**config.mk**
```make
export PLATFORM = sky130hd
export DESIGN_NAME = gamma2_alpha_blend_unit_flat
export DESIGN_NICKNAME = d
export VERILOG_FILES = /design/src/hdl/gab_pkg.sv /design/src/hdl/gab_if.sv /design/src/hdl/gab_front.sv /design/src/hdl/gab_root_stage.sv /design/src/hdl/gamma2_alpha_blend_unit.sv /design/src/flat_wrapper.sv
export SDC_FILE = /design/constraint.sdc
export NUM_CORES = 2
export LEC_CHECK = 0
export BUFFER_PORTS_ARGS = -buffer_cell sky130_fd_sc_hd__buf_2
export CORE_AREA = 8 8 473 475
export DETAILED_ROUTE_END_ITERATION = 6
export DIE_AREA = 0 0 481 483
export HOLD_SLACK_MARGIN = 0.05
export PLACE_DENSITY_LB_ADDON = 0.25
export REMOVE_ABC_BUFFERS = 1
export SYNTH_ARGS = -nofsm -noshare
export SYNTH_HDL_FRONTEND = slang
export SYNTH_SLANG_ARGS = --single-unit
```
**constraint.sdc**
```tcl
create_clock -name i_clk -period 18.9 [get_ports i_clk]
set_input_delay 4.725 -clock i_clk [delete_from_list [all_inputs] [get_ports i_clk]]
set_output_delay 4.725 -clock i_clk [all_outputs]
set_load 0.05 [all_outputs]
```
**src/hdl/gab_pkg.sv**
```systemverilog
// Package for the gamma-2 alpha blend unit: shared constants and pipeline payload types.
// No dependencies; imported by gab_front, gab_root_stage and gamma2_alpha_blend_unit.
`timescale 1ns / 1ps
`default_nettype none

package gab_pkg;

    localparam int NUM_CHAN  = 3;
    localparam int ROOT_BITS = 8;
    localparam int LIN_W     = 26;   // 4 * (f^2*fa + b^2*(255-fa)) stays below 2^26

    localparam logic [7:0]  CHAN_MAX  = 8'd255;
    localparam logic [15:0] ALPHA_RND = 16'd127;

    typedef logic [LIN_W-1:0] t_lin;

    typedef struct packed {
        t_lin [NUM_CHAN-1:0]                 y;      // 4X per colour channel
        logic [NUM_CHAN-1:0][ROOT_BITS-1:0] root;   // rounded root, built MSB first
        logic [7:0]                          alpha;  // finished composite alpha
    } t_work;

endpackage

`default_nettype wire

```
**src/hdl/gab_if.sv**
```systemverilog
// Stream interfaces for the blend unit: input pixel pair and blended output pixel.
// Valid/ready handshake; no dependencies.
`timescale 1ns / 1ps
`default_nettype none

interface gab_pix_in_if;
    logic       valid;
    logic       ready;
    logic [7:0] fore_red;
    logic [7:0] fore_green;
    logic [7:0] fore_blue;
    logic [7:0] fore_alpha;
    logic [7:0] back_red;
    logic [7:0] back_green;
    logic [7:0] back_blue;
    logic [7:0] back_alpha;

    modport source (
        output valid, fore_red, fore_green, fore_blue, fore_alpha,
               back_red, back_green, back_blue, back_alpha,
        input  ready
    );
    modport sink (
        input  valid, fore_red, fore_green, fore_blue, fore_alpha,
               back_red, back_green, back_blue, back_alpha,
        output ready
    );
endinterface

interface gab_pix_out_if;
    logic       valid;
    logic       ready;
    logic [7:0] out_red;
    logic [7:0] out_green;
    logic [7:0] out_blue;
    logic [7:0] out_alpha;

    modport source (
        output valid, out_red, out_green, out_blue, out_alpha,
        input  ready
    );
    modport sink (
        input  valid, out_red, out_green, out_blue, out_alpha,
        output ready
    );
endinterface

`default_nettype wire

```
**src/hdl/gab_front.sv**
```systemverilog
// Front end of the blend pipeline: squares, alpha weighting, 4X sum and composite alpha.
// Three register stages; depends on gab_pkg and gab_if.
`timescale 1ns / 1ps
`default_nettype none

module gab_front
    import gab_pkg::*;
(
    input  wire logic   i_clk,
    input  wire logic   i_rst_n,
    gab_pix_in_if.sink  i_pix,
    input  wire logic   i_en_next,
    output logic        o_valid,
    output t_work       o_work
);

    logic [NUM_CHAN-1:0][7:0] w_fore;
    logic [NUM_CHAN-1:0][7:0] w_back;

    logic w_en1, w_en2, w_en3;

    // stage 1
    logic                      r1_valid;
    logic [NUM_CHAN-1:0][15:0] r1_f2, n1_f2;
    logic [NUM_CHAN-1:0][15:0] r1_b2, n1_b2;
    logic [7:0]                r1_fa, r1_nfa, n1_nfa;
    logic [15:0]               r1_num, n1_num;
    logic                      r1_zero;
    logic [16:0]               w1_num;

    // stage 2
    logic                      r2_valid;
    logic [NUM_CHAN-1:0][23:0] r2_p1, n2_p1;
    logic [NUM_CHAN-1:0][23:0] r2_p2, n2_p2;
    logic [7:0]                r2_alpha, n2_alpha;
    logic                      r2_zero;
    logic [15:0]               w2_rnd;
    logic [16:0]               w2_quot;

    // stage 3
    logic                      r3_valid;
    t_work                     r3_work, n3_work;
    logic [23:0]               w3_sum [NUM_CHAN];

    assign w_fore = {i_pix.fore_blue, i_pix.fore_green, i_pix.fore_red};
    assign w_back = {i_pix.back_blue, i_pix.back_green, i_pix.back_red};

    // a stage advances when empty or when the next one advances
    assign w_en3       = !r3_valid || i_en_next;
    assign w_en2       = !r2_valid || w_en3;
    assign w_en1       = !r1_valid || w_en2;
    assign i_pix.ready = w_en1;

    always_comb begin
        for (int ch = 0; ch < NUM_CHAN; ch++) begin
            n1_f2[ch] = {8'd0, w_fore[ch]} * {8'd0, w_fore[ch]};
            n1_b2[ch] = {8'd0, w_back[ch]} * {8'd0, w_back[ch]};
        end
        n1_nfa = CHAN_MAX - i_pix.fore_alpha;
        w1_num = ({1'b0, i_pix.fore_alpha, 8'd0} - {9'd0, i_pix.fore_alpha})
               + ({9'd0, i_pix.back_alpha} * {9'd0, n1_nfa});
        n1_num = w1_num[15:0];
    end

    always_comb begin
        for (int ch = 0; ch < NUM_CHAN; ch++) begin
            n2_p1[ch] = {8'd0, r1_f2[ch]} * {16'd0, r1_fa};
            n2_p2[ch] = {8'd0, r1_b2[ch]} * {16'd0, r1_nfa};
        end
        // round half up of num/255, then exact divide by 255 via add-and-shift
        w2_rnd   = r1_num + ALPHA_RND;
        w2_quot  = {1'b0, w2_rnd} + 17'd1 + {9'd0, w2_rnd[15:8]};
        n2_alpha = w2_quot[15:8];
    end

    always_comb begin
        n3_work       = '0;
        n3_work.alpha = r2_alpha;
        for (int ch = 0; ch < NUM_CHAN; ch++) begin
            w3_sum[ch] = r2_p1[ch] + r2_p2[ch];
            // both alphas clear: a zero root yields the all-zero pixel
            n3_work.y[ch] = r2_zero ? '0 : {w3_sum[ch], 2'b00};
        end
    end

    always_ff @(posedge i_clk) begin
        if (!i_rst_n) begin
            r1_valid <= 1'b0;
            r2_valid <= 1'b0;
            r3_valid <= 1'b0;
        end else begin
            if (w_en1) r1_valid <= i_pix.valid;
            if (w_en2) r2_valid <= r1_valid;
            if (w_en3) r3_valid <= r2_valid;
        end
    end

    always_ff @(posedge i_clk) begin
        if (w_en1) begin
            r1_f2   <= n1_f2;
            r1_b2   <= n1_b2;
            r1_fa   <= i_pix.fore_alpha;
            r1_nfa  <= n1_nfa;
            r1_num  <= n1_num;
            r1_zero <= (i_pix.fore_alpha == 8'd0) && (i_pix.back_alpha == 8'd0);
        end
        if (w_en2) begin
            r2_p1    <= n2_p1;
            r2_p2    <= n2_p2;
            r2_alpha <= n2_alpha;
            r2_zero  <= r1_zero;
        end
        if (w_en3) begin
            r3_work <= n3_work;
        end
    end

    assign o_valid = r3_valid;
    assign o_work  = r3_work;

endmodule

`default_nettype wire

```
**src/hdl/gab_root_stage.sv**
```systemverilog
// One bit of the rounded square root for all colour channels, one register stage.
// Keeps the candidate bit when 255*(2c-1)^2 <= 4X; depends on gab_pkg.
`timescale 1ns / 1ps
`default_nettype none

module gab_root_stage
    import gab_pkg::*;
#(
    parameter int BIT = 7
) (
    input  wire logic  i_clk,
    input  wire logic  i_rst_n,
    input  wire logic  i_valid,
    input  wire t_work i_work,
    output logic       o_en,
    input  wire logic  i_en_next,
    output logic       o_valid,
    output t_work      o_work
);

    logic  r_valid;
    t_work r_work, n_work;

    logic [ROOT_BITS-1:0] w_cand [NUM_CHAN];
    logic [ROOT_BITS:0]   w_odd  [NUM_CHAN];
    logic [2*ROOT_BITS+1:0] w_sq [NUM_CHAN];
    t_lin                 w_thr  [NUM_CHAN];

    assign o_en = !r_valid || i_en_next;

    always_comb begin
        n_work = i_work;
        for (int ch = 0; ch < NUM_CHAN; ch++) begin
            w_cand[ch] = i_work.root[ch] | (ROOT_BITS'(1) << BIT);
            w_odd[ch]  = {w_cand[ch], 1'b0} - (ROOT_BITS+1)'(1);
            w_sq[ch]   = {{(ROOT_BITS+1){1'b0}}, w_odd[ch]}
                       * {{(ROOT_BITS+1){1'b0}}, w_odd[ch]};
            // 255 * sq as shift and subtract
            w_thr[ch]  = (LIN_W'(w_sq[ch]) << 8) - LIN_W'(w_sq[ch]);
            if (w_thr[ch] <= i_work.y[ch]) begin
                n_work.root[ch] = w_cand[ch];
            end
        end
    end

    always_ff @(posedge i_clk) begin
        if (!i_rst_n) begin
            r_valid <= 1'b0;
        end else if (o_en) begin
            r_valid <= i_valid;
        end
    end

    always_ff @(posedge i_clk) begin
        if (o_en) begin
            r_work <= n_work;
        end
    end

    assign o_valid = r_valid;
    assign o_work  = r_work;

endmodule

`default_nettype wire

```
**src/hdl/gamma2_alpha_blend_unit.sv**
```systemverilog
// Gamma-2 alpha blend unit: RGBA8 foreground over RGBA8 background, one pixel out per pair.
// Pipeline: 3 front-end stages (squares, weighting, sum) and 8 root stages, one bit each.
// Throughput one transaction per cycle when not stalled; every stage holds under back-pressure
// and empty stages fill while the output is stalled. The last root stage is the output register.
// Reset (synchronous, active low) clears only the stage valid bits.
`timescale 1ns / 1ps
`default_nettype none

module gamma2_alpha_blend_unit
    import gab_pkg::*;
(
    input  wire logic    i_clk,
    input  wire logic    i_rst_n,
    gab_pix_in_if.sink   i_pix,
    gab_pix_out_if.source o_pix
);

    logic  w_valid [ROOT_BITS+1];
    logic  w_en    [ROOT_BITS+1];
    t_work w_work  [ROOT_BITS+1];

    gab_front u_front (
        .i_clk     (i_clk),
        .i_rst_n   (i_rst_n),
        .i_pix     (i_pix),
        .i_en_next (w_en[0]),
        .o_valid   (w_valid[0]),
        .o_work    (w_work[0])
    );

    for (genvar g = 0; g < ROOT_BITS; g++) begin : g_root
        gab_root_stage #(
            .BIT (ROOT_BITS - 1 - g)
        ) u_stage (
            .i_clk     (i_clk),
            .i_rst_n   (i_rst_n),
            .i_valid   (w_valid[g]),
            .i_work    (w_work[g]),
            .o_en      (w_en[g]),
            .i_en_next (w_en[g+1]),
            .o_valid   (w_valid[g+1]),
            .o_work    (w_work[g+1])
        );
    end

    assign w_en[ROOT_BITS] = o_pix.ready;

    assign o_pix.valid     = w_valid[ROOT_BITS];
    assign o_pix.out_red   = w_work[ROOT_BITS].root[0];
    assign o_pix.out_green = w_work[ROOT_BITS].root[1];
    assign o_pix.out_blue  = w_work[ROOT_BITS].root[2];
    assign o_pix.out_alpha = w_work[ROOT_BITS].alpha;

endmodule

`default_nettype wire
```
**src/flat_wrapper.sv**
```systemverilog
// flat-port wrapper written by rule: the top's interface ports become plain ports
module gamma2_alpha_blend_unit_flat import gab_pkg::*;
  (i_clk, i_rst_n, i_pix_valid, i_pix_fore_red, i_pix_fore_green, i_pix_fore_blue, i_pix_fore_alpha, i_pix_back_red, i_pix_back_green, i_pix_back_blue, i_pix_back_alpha, i_pix_ready, o_pix_valid, o_pix_out_red, o_pix_out_green, o_pix_out_blue, o_pix_out_alpha, o_pix_ready);
  gab_pix_in_if i_pix_i ();
  gab_pix_out_if o_pix_i ();
  input  wire logic i_clk;
  input  wire logic i_rst_n;
  input wire logic [$bits(i_pix_i.valid)-1:0] i_pix_valid;
  input wire logic [$bits(i_pix_i.fore_red)-1:0] i_pix_fore_red;
  input wire logic [$bits(i_pix_i.fore_green)-1:0] i_pix_fore_green;
  input wire logic [$bits(i_pix_i.fore_blue)-1:0] i_pix_fore_blue;
  input wire logic [$bits(i_pix_i.fore_alpha)-1:0] i_pix_fore_alpha;
  input wire logic [$bits(i_pix_i.back_red)-1:0] i_pix_back_red;
  input wire logic [$bits(i_pix_i.back_green)-1:0] i_pix_back_green;
  input wire logic [$bits(i_pix_i.back_blue)-1:0] i_pix_back_blue;
  input wire logic [$bits(i_pix_i.back_alpha)-1:0] i_pix_back_alpha;
  output wire logic [$bits(i_pix_i.ready)-1:0] i_pix_ready;
  output wire logic [$bits(o_pix_i.valid)-1:0] o_pix_valid;
  output wire logic [$bits(o_pix_i.out_red)-1:0] o_pix_out_red;
  output wire logic [$bits(o_pix_i.out_green)-1:0] o_pix_out_green;
  output wire logic [$bits(o_pix_i.out_blue)-1:0] o_pix_out_blue;
  output wire logic [$bits(o_pix_i.out_alpha)-1:0] o_pix_out_alpha;
  input wire logic [$bits(o_pix_i.ready)-1:0] o_pix_ready;
  assign i_pix_i.valid = i_pix_valid;
  assign i_pix_i.fore_red = i_pix_fore_red;
  assign i_pix_i.fore_green = i_pix_fore_green;
  assign i_pix_i.fore_blue = i_pix_fore_blue;
  assign i_pix_i.fore_alpha = i_pix_fore_alpha;
  assign i_pix_i.back_red = i_pix_back_red;
  assign i_pix_i.back_green = i_pix_back_green;
  assign i_pix_i.back_blue = i_pix_back_blue;
  assign i_pix_i.back_alpha = i_pix_back_alpha;
  assign i_pix_ready = i_pix_i.ready;
  assign o_pix_valid = o_pix_i.valid;
  assign o_pix_out_red = o_pix_i.out_red;
  assign o_pix_out_green = o_pix_i.out_green;
  assign o_pix_out_blue = o_pix_i.out_blue;
  assign o_pix_out_alpha = o_pix_i.out_alpha;
  assign o_pix_i.ready = o_pix_ready;
  gamma2_alpha_blend_unit u_core (.i_clk(i_clk), .i_rst_n(i_rst_n), .i_pix(i_pix_i), .o_pix(o_pix_i));
endmodule
```
# Word-level counts from Yosys, hierarchy flattened
# Index checks and enable logic that the tools add are counted.
[totals] reg_bits=1181 word_cells=247 rom_bits=0 latchBits=0 ramBits=0 out_inout_bits=34 memories=0 in_bits=68
[classes] addsub=51 div=0 n_mux=0 n_mul=34 order_cmp=24 eq_ne=0 reduce_logical=25 shifts=0 n_bitwise=0
[ops] op="<= comparator 26 bit" count=21
[ops] op="subtractor 26 x 18 -> 26 bit" count=21
[ops] op="multiplier 9 x 9 -> 18 bit" count=21
[ops] op="subtractor 9 x 1 -> 9 bit (second input constant)" count=21
[ops] op="multiplier 16 x 8 -> 24 bit" count=6
[ops] op="multiplier 8 x 8 -> 16 bit" count=7
[ops] op="<= comparator 24 x 26 -> 1 bit (first input constant)" count=3
[ops] op="adder 24 bit" count=3
[ops] op="adder 16 x 1 -> 16 bit (second input constant)" count=1
[ops] op="adder 16 bit" count=1
[ops] op="adder 16 x 7 -> 16 bit (second input constant)" count=1
[ops] op="adder 16 x 8 -> 16 bit" count=1
[ops] op="zero test 8 bit" count=2
[ops] op="subtractor 16 x 8 -> 16 bit" count=1
[ops] op="zero test 1 bit" count=11
[ops] op="logical OR 1 bit" count=11
[ops] op="subtractor 8 bit (first input constant)" count=1
[ops] op="logical AND 1 bit" count=1

# Depth between registers and ports, before layout
[logic_depth] word_depth=12 depth_mapped=36 ltp_nobuf=36

# Hierarchy
# A second synthesis with hierarchy kept.
[hier_totals] hier_cells=16254 hier_area_um2=156455.1
[modules_own_cells] module="gab_front" n_inst=1 area_per_inst_um2=51395.5 seq_area_each_um2=10750.3 cells_per_inst=5272
[modules_own_cells] module="gab_root_stage at u_core.g_root[1].u_stage" n_inst=1 area_per_inst_um2=13656.8 seq_area_each_um2=3323.2 cells_per_inst=1455
[modules_own_cells] module="gab_root_stage at u_core.g_root[0].u_stage" n_inst=1 area_per_inst_um2=13444.1 seq_area_each_um2=3323.2 cells_per_inst=1445
[modules_own_cells] module="gab_root_stage at u_core.g_root[3].u_stage" n_inst=1 area_per_inst_um2=13329.0 seq_area_each_um2=3323.2 cells_per_inst=1391
[modules_own_cells] module="gab_root_stage at u_core.g_root[2].u_stage" n_inst=1 area_per_inst_um2=13317.8 seq_area_each_um2=3323.2 cells_per_inst=1394
[modules_own_cells] module="gab_root_stage at u_core.g_root[5].u_stage" n_inst=1 area_per_inst_um2=13252.7 seq_area_each_um2=3323.2 cells_per_inst=1351
[modules_own_cells] module="gab_root_stage at u_core.g_root[4].u_stage" n_inst=1 area_per_inst_um2=13133.8 seq_area_each_um2=3323.2 cells_per_inst=1385
[modules_own_cells] module="gab_root_stage at u_core.g_root[6].u_stage" n_inst=1 area_per_inst_um2=12762.2 seq_area_each_um2=3323.2 cells_per_inst=1308
[modules_own_cells] module="gab_root_stage at u_core.g_root[7].u_stage" n_inst=1 area_per_inst_um2=12162.9 seq_area_each_um2=3323.2 cells_per_inst=1253

# Worst setup path after synthesis
# OpenSTA, ideal clock, no wires.
[synth_timing] path_type="input port to output port" from="in o_pix_ready" to="out i_pix_ready" path_stages=8 t_required_ps=14175 slack_ps=3387 n_path_buf=0 t_arrival_ps=10788 cell_sequence="nor2b_1 and2_1 inv_1 nor2_1 and2_1 and3_1 and3_1 nand2_1"
[synth_between] elab_chain_cells=11
[synth_lines] element="start, declared" line_no="flat_wrapper.sv:23" source="input wire logic [$bits(o_pix_i.ready)-1:0] o_pix_ready;"
[synth_lines] element="logical OR 1 bit (2 in series)" line_no="gab_root_stage.sv:29" source="assign o_en = !r_valid || i_en_next;"
[synth_lines] element="named net u_core.g_root[5].u_stage.i_en_next" line_no="gab_root_stage.sv:16" source="input wire logic i_en_next,"
[synth_lines] element="logical OR 1 bit (6 in series)" line_no="gab_root_stage.sv:29"
[synth_lines] element="logical OR 1 bit" line_no="gab_front.sv:49" source="assign w_en3 = !r3_valid || i_en_next;"
[synth_lines] element="logical OR 1 bit" line_no="gab_front.sv:50" source="assign w_en2 = !r2_valid || w_en3;"
[synth_lines] element="logical OR 1 bit" line_no="gab_front.sv:51" source="assign w_en1 = !r1_valid || w_en2;"
[synth_lines] element="end, declared" line_no="flat_wrapper.sv:17" source="output wire logic [$bits(i_pix_i.ready)-1:0] i_pix_ready;"
# The timed path passes the listed nets, and every way through them passes these cells.

# Final worst setup path
# Same ends and word-level chain as after synthesis.

==> results.md <==
- Arr. time, crit path: 8.37 ns
- Unrepaired setup endpoints after global routing: no
- Count of different cell masters after synthesis: 107
- CTS max path bufs: 3
- Delay of the slowest critical-path stage: 0.52 ns
- Average wire per standard cell: 16.64 um
- Hold path start: u_core.u_front.o_work[65]
- First-pass GRT wire length: 378.3 mm
- Synth warn: 0
- Max-slew headroom: 17.87%
- Worst-Skew Late Latency: about 0.77 ns
- Final Critical Period: 13.10 ns
- Final hold slack: 0.4012 ns
- Area Overhead vs Synth: 7.256%
- Critical-path top delay cell: nand2_4
- Vias per cell: 5.360
- Post-CTS sizing: 0
- Worst-Margin Slew: roughly 1.2 ns
- Period utilization: 69.30%
- CP startpoint kind: primary input
- CP max FO: 49
- Via count: 72590
- Fmax: 0.07635 GHz
- Syn Area/Cell: 10.22 um^2
- Setup TNS: 0 ns
- Die height: roughly 480 um
- Hold Path Stages: 0
- CP bufs+invs: 3
- Register area: ~0.030 mm^2
- Die width: 481 um
- Share of post-route cells with drive strength above 1: 4.036%
- CP Cell Sequence: buf_2 > nor2b_1 > and2_1 > inv_4 > nor2_1 > and2_1 > and3_1 > and3_1 > nand2_4 > buf_2
- Endpoints failing hold: 0
- Drt first pass iters: 7
- RD Place Congestion: 0.8663
- FF-to-FF path depth: 28
- Hold_buf cts: 0
- FF-to-FF setup slack: 10.37 ns
- Fillcell total: 19050
- PortBufs: 101
- Nets@finish: 13150
- Clk sinks: 1019
- Slew Viols, Final: 0
- Initial antenna violation count: 11
- # Post-CTS Setup Buffers: 0
- Required @ worst endpoint: 14.18 ns
- Number of synthesized register bits: 1019
- FP Rows: ~170
- Register area share after synthesis: 28.41%
- Clock slew at reported path FFs: approximately 0.060 ns
- Worst Setup End Kind: output port
- Cell count after synthesis: 10500
- H-tree Lvls: 3
- CTS Buf Count: 114
- Largest net degree at the start of global routing: 82
- Synthesized area: 0.1073 mm^2
- Initial Util: between 40 and 50%
- Core Footprint: 0.2161 mm^2
- Die footprint: 0.2323 mm^2
- Cell family with most CP delay: simple AND/OR/NAND/NOR gates
- Setup violations, final: 0
- Clock Root Buffer: clkbuf_16
- Status: finished, final reports clean
- Prevailing post-synth register cell: edfxtp_1
- Drt first-iter violations: 3570
- Worst Hold End: u_core.g_root[0].u_stage.o_work[65]
- Async S/R FF share, synth: 0%
- Final wirelength: between 200 and 250 mm
- Multi-input logic area: around 0.069 mm^2
- MaxCap Viol Count: 0
- # DRC: 0
- R2R Path End: u_core.g_root[3].u_stage.o_work[20]
- Vias in the first global route: roughly 77000
- Detailed placement HPWL: 181.3 mm
- I/O pin count: 102
- Post-synth EDFFs: 1008
- Post-route ant nets: 0
- Clk_skew: 0.05630 ns
- TritonCTS clock tree: built
- Worst R2R Start: u_core.g_root[2].u_stage.o_work[21]
- Hold crit path type: reg -> reg
- Kind of critical path: in -> out
- Grt ovf: 0
- GRT Total Usage: approximately a fifth
[cell type report]
cell class / instances / share of cell area (%)
Antenna cell: 10 / 0.02174
Clock buffer: 131 / 2.577
Clock inverter: 85 / 0.9390
Inverter: 1891 / 6.174
Multi-Input combinational cell: 7422 / 60.07
Sequential cell: 1019 / 26.48
Tap cell: 2854 / 3.102
Timing Repair Buffer: 131 / 0.6347
[per-layer routing]
layer  up-vias  global-route usage (%)  routed length [um]
met3       346                   1.939                7205
met1     35700                   24.84               99060
met5         -                       0                  23
met4         4                   5.733                7183
li1      35330                       -                   -
met2      1203                   34.64              111800
[logic make-up (layout without fill, tap and decap cells)]
logic type	count (synthesis)	in the layout	synth area share [%]
compound gates	1553	1553	9.768
xor+xnor	778	778	6.537
fa+ha+maj	2507	2507	35.78
buf+inv	2074	2238	7.256
flops	1019	1019	28.41
mux	39	39	0.3742
other cells	2	26	0.006997
simple gates	2529	2529	11.87
[worst max-delay path by stage]
stage	from	end	slack, ns	cells past startpoint
2_1_floorplan	o_pix_ready	i_pix_ready	3.39	8
3_3_place_gp	o_pix_ready	i_pix_ready	5.87	10
3_5_place_dp	o_pix_ready	i_pix_ready	5.78	10
4_1_cts	o_pix_ready	i_pix_ready	5.74	10
5_1_grt	o_pix_ready	i_pix_ready	5.53	10
6_report	o_pix_ready	i_pix_ready	5.80	10
[synthesized netlist by cell type, drive strengths merged, types with 35 or more instances]
| cell type | number | area, um^2 |
|---|---|---|
| or3 | 38 | 237.7 |
| a21oi | 408 | 2049 |
| o31ai | 55 | 417.9 |
| nor4 | 36 | 225.2 |
| ha | 1563 | 19560 |
| nor3 | 147 | 752.0 |
| nor2b | 155 | 977.2 |
| nand4 | 49 | 306.5 |
| a31oi | 48 | 336.6 |
| and2 | 539 | 3372 |
| o21ai | 247 | 1240 |
| inv | 1891 | 7098 |
| edfxtp | 1008 | 30270 |
| a211oi | 78 | 598.1 |
| fa | 939 | 18800 |
| nor2 | 456 | 1712 |
| and3 | 60 | 375.4 |
| o21bai | 51 | 382.9 |
| xnor2 | 548 | 4815 |
| a21o | 185 | 1389 |
| xor2 | 218 | 1932 |
| clkbuf | 171 | 641.9 |
| nand2 | 734 | 2755 |
| nand2b | 88 | 550.5 |
| o211ai | 35 | 262.8 |
| nand3 | 113 | 570.6 |
| o21a | 150 | 1126 |
[flip-flops by register name (all words and copies together), names as in the netlist, 8 cells and up]
name / cells
u_core.u_front.r1_num: 16
u_core.g_root.u_stage.o_work: 655
u_core.u_front.r1_fa: 8
u_core.u_front.r1_f2: 45
u_core.u_front.r1_nfa: 8
u_core.u_front.r2_p1: 72
u_core.u_front.r1_b2: 45
u_core.u_front.r2_alpha: 8
u_core.g_root.u_stage.o_valid: 8
u_core.u_front.r2_p2: 72
u_core.u_front.o_work: 77
[worst reg2reg max path: cells and delay by family, from the launching register on]
kind / cells / cell delay (ns)
adder cells (fa/ha/maj): 7 / 3.21
AO/OA/AOI/OAI: 12 / 2.57
XOR/XNOR: 1 / 0.24
buffers and inverters: 3 / 0.56
AND/OR/NAND/NOR: 5 / 0.99
flip-flops: 1 / 0.80
[through the flow]
step | area, um^2 | instances | util, % | setup WS (ns)
4_1_cts | 115100 | 13530 | 53.26 | 5.740
3_5_place_dp | 111100 | 13320 | 51.39 | 5.777
5_1_grt | 115100 | 13540 | 53.27 | 5.531
3_3_place_gp | 111100 | 13320 | 51.39 | 5.874
2_1_floorplan | 106700 | 10330 | - | 3.387
6_report | 115100 | 13540 | 53.28 | 5.802
[cell usage in the layout, fill, tap and decap left out, drive strengths merged, types with 150 or more instances in the layout]
cell / count
edfxtp: 1008
inv: 1902
and2: 539
nor2: 456
nor2b: 155
a21o: 185
o21a: 150
xnor2: 548
ha: 1563
o21ai: 247
a21oi: 408
xor2: 218
nand2: 734
fa: 939
Power is left out: the tool's default activity adds up to more than one toggle a clock period on the data nets, which glitch-free logic cannot reach.
